[config.mk]
export PLATFORM = sky130hd
export DESIGN_NAME = lome_ctrl
export DESIGN_NICKNAME = d
export VERILOG_FILES = /design/src/hdl/lome_pkg.sv /design/src/hdl/lome_ctrl.sv
export VERILOG_INCLUDE_DIRS = /design/src /design/src/hdl
export SDC_FILE = /design/constraint.sdc
export NUM_CORES = 1
export LEC_CHECK = 0
export ABC_AREA = 1
export BUFFER_PORTS_ARGS = -buffer_cell sky130_fd_sc_hd__buf_2
export CORE_AREA = 2 2 39 41
export CTS_BUF_LIST = sky130_fd_sc_hd__clkbuf_8
export DETAILED_ROUTE_END_ITERATION = 12
export DIE_AREA = 0 0 41 43
export GPL_ROUTABILITY_DRIVEN = 0
export PLACE_DENSITY = 0.61
export SLEW_MARGIN = 20
export SYNTH_ARGS = -nofsm -noshare
export SYNTH_HDL_FRONTEND = slang
export SYNTH_SLANG_ARGS = --single-unit
[constraint.sdc]
create_clock -name clock -period 1.4 [get_ports clock]
set_clock_uncertainty 0.2 [all_clocks]
set_input_delay 0.07 -clock clock [delete_from_list [all_inputs] [get_ports clock]]
set_output_delay 0.07 -clock clock [all_outputs]
set_load 0.01 [all_outputs]
[src/hdl/limit_order_matching_engine_assert.svh]
// Assertion macros for the limit order matching engine.
`ifndef LIMIT_ORDER_MATCHING_ENGINE_ASSERT_SVH
`define LIMIT_ORDER_MATCHING_ENGINE_ASSERT_SVH
`ifndef SYNTHESIS
`define LOME_ASSERT_IMP(label, clk, rst, ante, cons) \
   label: assert property (@(posedge clk) disable iff (rst) (ante) |-> (cons)) \
      else $error("assertion failed");
`define LOME_ASSERT_NXT(label, clk, rst, ante, cons) \
   label: assert property (@(posedge clk) disable iff (rst) (ante) |=> (cons)) \
      else $error("assertion failed");
`else
`define LOME_ASSERT_IMP(label, clk, rst, ante, cons)
`define LOME_ASSERT_NXT(label, clk, rst, ante, cons)
`endif
`endif

[src/hdl/lome_pkg.sv]
// ---------------------------------------------------------------------------
// lome_pkg
// Types, constants and control codes shared by the matching engine modules.
// ---------------------------------------------------------------------------
`default_nettype none
package lome_pkg;
   localparam int OrderIds   = 65536;
   localparam int BookDepth  = 4096;
   localparam int NumStocks  = 5;
   localparam int IdW        = $clog2(OrderIds);
   localparam int BookW      = $clog2(BookDepth);
   localparam int CntW       = BookW + 1;
   localparam int StkW       = $clog2(NumStocks) > 0 ? $clog2(NumStocks) : 1;
   localparam logic [19:0] NoTradeYet = 20'd1000001;

   localparam logic [2:0] FuncBuy    = 3'd0;
   localparam logic [2:0] FuncSell   = 3'd1;
   localparam logic [2:0] FuncCancel = 3'd2;
   localparam logic [2:0] FuncQuery  = 3'd3;
   localparam logic [2:0] FuncClear  = 3'd4;

   typedef struct packed {
      logic [2:0]  func;
      logic [15:0] order_id;
      logic [2:0]  stock_index;
      logic [15:0] quantity;
      logic [19:0] limit_price;
   } req_type;

   typedef struct packed {
      logic [15:0] unfilled_quantity;
      logic [19:0] best_profit;
      logic        book_full;
   } rsp_type;

   typedef enum logic [3:0] {
      ST_CLEAR, ST_IDLE, ST_DECODE, ST_SCAN, ST_SCAN_WAIT, ST_FILL_RD, ST_FILL,
      ST_REST, ST_RESPOND
   } state_type;

   // Controller to datapath commands.
   typedef struct packed {
      logic latch;      // capture request
      logic clr_step;   // clear one remaining entry, advance clear pointer
      logic clr_start;  // reset clear pointer and statistics
      logic scan_start; // reset scan pointer and best candidate
      logic scan_step;  // evaluate entry under scan pointer, advance
      logic fill_rd;    // read remaining of best
      logic fill;       // apply fill
      logic rest;       // append remainder
      logic cancel;     // zero remaining of request id
      logic respond;    // drive result strobe
   } cmd_type;

   // Datapath to controller status.
   typedef struct packed {
      logic clr_done;
      logic scan_done;
      logic found;
      logic qty_zero;
      logic stock_ok;
      logic [2:0] func;
   } stat_type;
endpackage
`default_nettype wire

[src/hdl/lome_ctrl.sv]
// ---------------------------------------------------------------------------
// lome_ctrl
// Sequencer: clearing pass, scan/fill loop, rest and respond.
// ---------------------------------------------------------------------------
`default_nettype none
`include "limit_order_matching_engine_assert.svh"
module lome_ctrl (
   input  wire logic               clock,
   input  wire logic               reset,
   input  wire logic               start,
   output logic                    busy,
   output lome_pkg::cmd_type       cmd,
   input  wire lome_pkg::stat_type stat
);
   import lome_pkg::*;

   state_type state_ff, state_in;

   always_ff @(posedge clock) begin
      if (reset) state_ff <= ST_CLEAR;
      else       state_ff <= state_in;
   end

   always_comb begin
      state_in = state_ff;
      case (state_ff)
         // A requested clear answers once the pass ends; the reset pass does not.
         ST_CLEAR:     if (stat.clr_done) state_in = (stat.func == FuncClear) ? ST_RESPOND : ST_IDLE;
         ST_IDLE:      if (start) state_in = ST_DECODE;
         ST_DECODE: begin
            if ((stat.func == FuncBuy || stat.func == FuncSell) && stat.stock_ok) begin
               state_in = stat.qty_zero ? ST_RESPOND : ST_SCAN;
            end else if (stat.func == FuncClear) begin
               state_in = ST_CLEAR;
            end else begin
               state_in = ST_RESPOND;
            end
         end
         ST_SCAN:      if (stat.scan_done) state_in = ST_SCAN_WAIT;
         ST_SCAN_WAIT: state_in = stat.found ? ST_FILL_RD : ST_REST;
         ST_FILL_RD:   state_in = ST_FILL;
         ST_FILL:      state_in = ST_REST;
         ST_REST:      state_in = ST_RESPOND;
         ST_RESPOND:   state_in = ST_IDLE;
         default:      state_in = ST_IDLE;
      endcase
      // After a fill, loop back to scan while quantity remains.
      if (state_ff == ST_FILL && !stat.qty_zero) state_in = ST_SCAN;
      if (state_ff == ST_FILL && stat.qty_zero) state_in = ST_RESPOND;
   end

   always_comb begin
      cmd = '0;
      busy = (state_ff != ST_IDLE);
      case (state_ff)
         ST_CLEAR:   cmd.clr_step = 1'b1;
         ST_IDLE:    cmd.latch = start;
         ST_DECODE: begin
            cmd.scan_start = 1'b1;
            cmd.clr_start  = (stat.func == FuncClear);
            cmd.cancel     = (stat.func == FuncCancel);
         end
         ST_SCAN:    cmd.scan_step = 1'b1;
         ST_FILL_RD: cmd.fill_rd = 1'b1;
         ST_FILL: begin
            cmd.fill = 1'b1;
            cmd.scan_start = 1'b1;
         end
         ST_REST:    cmd.rest = 1'b1;
         ST_RESPOND: cmd.respond = 1'b1;
         default:    cmd = '0;
      endcase
   end

   `LOME_ASSERT_NXT(a_accept_goes_decode, clock, reset, state_ff == ST_IDLE && start, state_ff == ST_DECODE)
   `LOME_ASSERT_NXT(a_respond_to_idle, clock, reset, state_ff == ST_RESPOND, state_ff == ST_IDLE)
   `LOME_ASSERT_IMP(a_busy_unless_idle, clock, reset, state_ff != ST_IDLE, busy)
endmodule
`default_nettype wire

=== After elaboration in Yosys (flattened, before gate mapping) ===
Index checks and enable logic that the tools add are counted.

* Reductions and logical operators: 13
* Eq/ne operators: 21
* Multiplexer cells: 21

{| class="wikitable"
|+ Operators by type and width
! operator !! number
|-
| $mux W4 || 9
|-
| $pmux W4 S8 || 1
|-
| $eq A4 B3 Y1 const B || 4
|-
| $ne A4 B4 Y1 const B || 3
|-
| $mux W1 || 10
|-
| $ne A3 B3 Y1 const B || 3
|-
| $reduce_and A3 Y1 || 3
|-
| $eq A4 B2 Y1 const B || 2
|-
| $ne A2 B2 Y1 const B || 3
|-
| $eq A4 B1 Y1 const B || 1
|-
| $eq A4 B4 Y1 const B || 1
|-
| $logic_not A4 Y1 || 1
|-
| $ne A4 B1 Y1 const B || 1
|-
| $reduce_or A2 Y1 || 2
|-
| $eq A3 B1 Y1 const B || 1
|-
| $eq A3 B2 Y1 const B || 1
|-
| $eq A3 B3 Y1 const B || 1
|-
| $logic_and A1 B1 Y1 || 3
|-
| $logic_not A3 Y1 || 1
|-
| $reduce_or A3 Y1 || 1
|-
| $mux W2 || 1
|-
| $logic_not A1 Y1 || 1
|-
| $logic_or A1 B1 Y1 || 1
|}

* Logic and storage cells: 58
* Input port bits: 11
* Flip-flop bits (word level): 4

=== Logic depth before layout (Yosys ltp) ===
* Depth after elaboration: 7
* Depth in mapped cells: 7
* Depth with buffers taken out: 7

=== Least setup slack after synthesis ===
Ideal clock, no wire load.

* Path kind: reg-to-output
* Start: reg state_ff[1]
* End: out cmd[1] (netlist bit)
* Required time: 1.130 ns
* Slack: 0.088 ns
* Path buffers: 0
* Arrival: 1.042 ns
* Cell stages (with the launch flop): 5
* Path through: dfxtp_1 nand2_2 nor2_2 inv_1 nor4_1

{| class="wikitable"
|+ RTL lines
! item !! RTL line !! RTL
|-
| start, declared || lome_ctrl.sv:17 || <nowiki>state_type state_ff, state_in;</nowiki>
|-
| start signal, assigned || lome_ctrl.sv:21 || <nowiki>else state_ff <= state_in;</nowiki>
|-
| end, declared || lome_ctrl.sv:12 || <nowiki>output lome_pkg::cmd_type cmd,</nowiki>
|}

==> results.json <==
{
  "min_period_ns": 1.45,
  "final_min_period_over_clock_period_pct": 103,
  "irDropWorstVdd_uv": 593,
  "layout.nets": 125,
  "ctsRootBufferMaster": "clkbuf_8",
  "achievable-frequency_mhz": 691,
  "drt.antenna.violating_nets": 0,
  "timing.hold.worst.class": "primary input to flop",
  "die-area_um2": 1760,
  "yosysSeqAreaShare_pct": 19.2,
  "synth_area_leader_cell": "dfxtp_1",
  "syn-cell-area_um2": 418,
  "ranking_of_synthesized_cells_by_area": "dfxtp_1 19%, nand2_1 13%, inv_1 11%",
  "num_rows": 14,
  "maxSlewHeadroom_pct": 85.4,
  "num_antenna_cells": 0,
  "gr-usage-all-layers_pct": 16.0,
  "worstSetupPathType": "flop to output pin",
  "largest_registers": "state_ff: 4 flops",
  "finalCoreUtilization_pct": 58.8,
  "flow.area_growth_from_synthesis_pct": 94.6,
  "starting_density_pct": 30.2,
  "largest_net_degree_at_the_start_of_global_routing": 7,
  "avgViaCountPerCell": 4.55,
  "worst_slack_ns": -0.0482,
  "ys_types": 17,
  "post-route-drc-count": 0,
  "cts_tree": "done",
  "number_of_flip_flops_and_latches_in_the_synthesized_netlist": 4,
  "arrival_time_at_the_worst_endpoint_ns": 1.18,
  "yosys.area.top_type_share_pct": 19.2,
  "die_extent_in_y_um": 43,
  "die_width_um": 41,
  "yosys.cell_count.top_type": "nand2_1",
  "tritoncts.num_buffers": 3,
  "synth-edff-count": 0,
  "core_um2": 1380,
  "grt_pass1_wl_mm": 1.93,
  "vias_in_the_first_global_route": 523,
  "clk_pin_slew_ns": 0.03,
  "timing.critical_path.required_ns": 1.13,
  "timing.critical_path.from_type": "flop",
  "final-setup-viol-count": 5,
  "final_tns_setup_ns": -0.111,
  "hpwlAfterDp_um": 859,
  "synth-async-reset-ratio_pct": 0,
  "synth_fp_nets": 84,
  "ctsLongestPathBuffers": 2,
  "top_level_ports": 22,
  "largest_register_by_flop_count": "state_ff",
  "timing_hold_violations_final": 0,
  "setup_repair_after_global_routing_missed_its_margin": "yes",
  "postSynth.topFlopCell": "dfxtp_1",
  "outcome": "complete, but fails checks",
  "syn_inst": 73,
  "finalHoldWorstSlack_ns": 0.0748,
  "post_route_cells_drive_above_1_share_pct": 61.6,
  "htree_levels": 1,
  "worstSkewPairLatency_ns": 0.22,
  "max-cap-violations": 0,
  "path_max_fanout": 6,
  "synthesis.area_per_instance_um2": 5.72,
  "multiInputGateArea_um2": 359,
  "first_pass_iters": 4,
  "filler_cell_count": 146,
  "sequential_cell_area_um2": 92.6,
  "failing_checks": "negative setup slack",
  "max_slew.worst_pin.slew_ns": 0.217,
  "drt_iter0_markers": 4,
  "detailroute.via_count": 583,
  "clkSinkCount": 4,
  "leakage_nw": 0.414,
  "report.final.slew_viol_count": 0,
  "synth_common_cells": "15 x nand2_1, 12 x inv_1, 12 x nor2_1, 6 x nand3_1, 5 x nand2_2",
  "grt-ovfl-total": 0,
  "powerDensity_nw_per_um2": 1040,
  "largest_register_ffs": 4,
  "antenna_found_initial": 0,
  "route.final.wire_length_mm": 1.28,
  "port_buffers": 21,
  "avgRoutedWirePerCell_um": 10.0,
  "setup.worst_path.end_class": "output pin",
  "yosysWarningCount": 0
}
[critical path, cell delays in order, from the launching register on]
cell	delay, ns
dfxtp_4	0.33
buf_6	0.12
nor2_4	0.19
nand2_4	0.09
nor2_1	0.10
buf_2	0.13
[placed cells by master (no fill, tap or decap)]
master	n
buf_2	20
nand2_1	12
inv_1	9
nor2_1	8
buf_4	8
nor2_4	7
nand2_2	6
nand3_1	5
inv_2	4
dlygate4sd3_1	4
buf_6	4
nor2_2	3
clkbuf_8	3
dfxtp_4	3
nand2_4	2
nor3_2	2
nor4_2	2
nand3_2	2
o21ai_0	2
a21oi_1	2
inv_4	1
nand3b_1	1
a21oi_2	1
dfxtp_2	1
[stage by stage]
stage	total power, W	setup slack (ns)	instances	cell area [um^2]
CTS	0.000772	-0.0800	124	723
global route	0.000916	-0.110	128	813
floorplan	0.000358	0.0878	73	418
global placement	0.000444	0.0674	110	543
detailed placement	0.000444	0.0431	110	543
finish	0.000845	-0.0482	128	813
[path summary, 6_finish.rpt]
check | start | endpoint | slack (ns) | depth (start not counted)
setup / recovery | state_ff[2] | cmd[9] | -0.05 | 5
hold / removal | stat[5] | state_ff[1] | 0.07 | 6
setup reg to reg | state_ff[0] | state_ff[2] | 0.02 | 8
hold reg to reg | state_ff[3] | state_ff[1] | 0.49 | 4
[cells by family (layout without fill, tap and decap cells)]
family,after synthesis,in the layout,synth area share (%)
simple gates,50,50,62.3
flops,4,4,19.2
compound gates,5,5,5.99
buf+inv,14,53,12.6
[what timing repair did]
action,CTS,global route
setup endpoints to repair,4,14
hold buffers,4,0
setup buffers,7,4
resized for setup,18,16
hold endpoints to repair,4,0
pin swaps,3,10
[where the power goes]
group,switching [W],internal [W],total (W)
Clock,0.0000558,0.000183,0.000239
Sequential,0.0000222,0.000134,0.000156
Combinational,0.000251,0.000199,0.000450
Total,0.000329,0.000516,0.000845
[routing by layer]
| layer | vias to the layer above | share of wire, % | GRT usage [%] |
|---|---|---|---|
| met2 | 11 | 56 | 26.3 |
| met3 | 0 | 3.7 | 3.14 |
| li1 | 304 | - | - |
| met1 | 268 | 40 | 18.3 |
| met5 | - | 0 | 0 |
| met4 | 0 | 0 | 8.00 |
[layout make-up]
class | instances | area share [%]
multi-input cells | 55 | 44.2
inverters | 14 | 6.77
flip-flops and latches | 4 | 11.4
well taps | 16 | 2.46
clock buffers | 3 | 5.08
repair buffers | 36 | 30.2
Note: power is estimated with default switching activity, not from simulation.
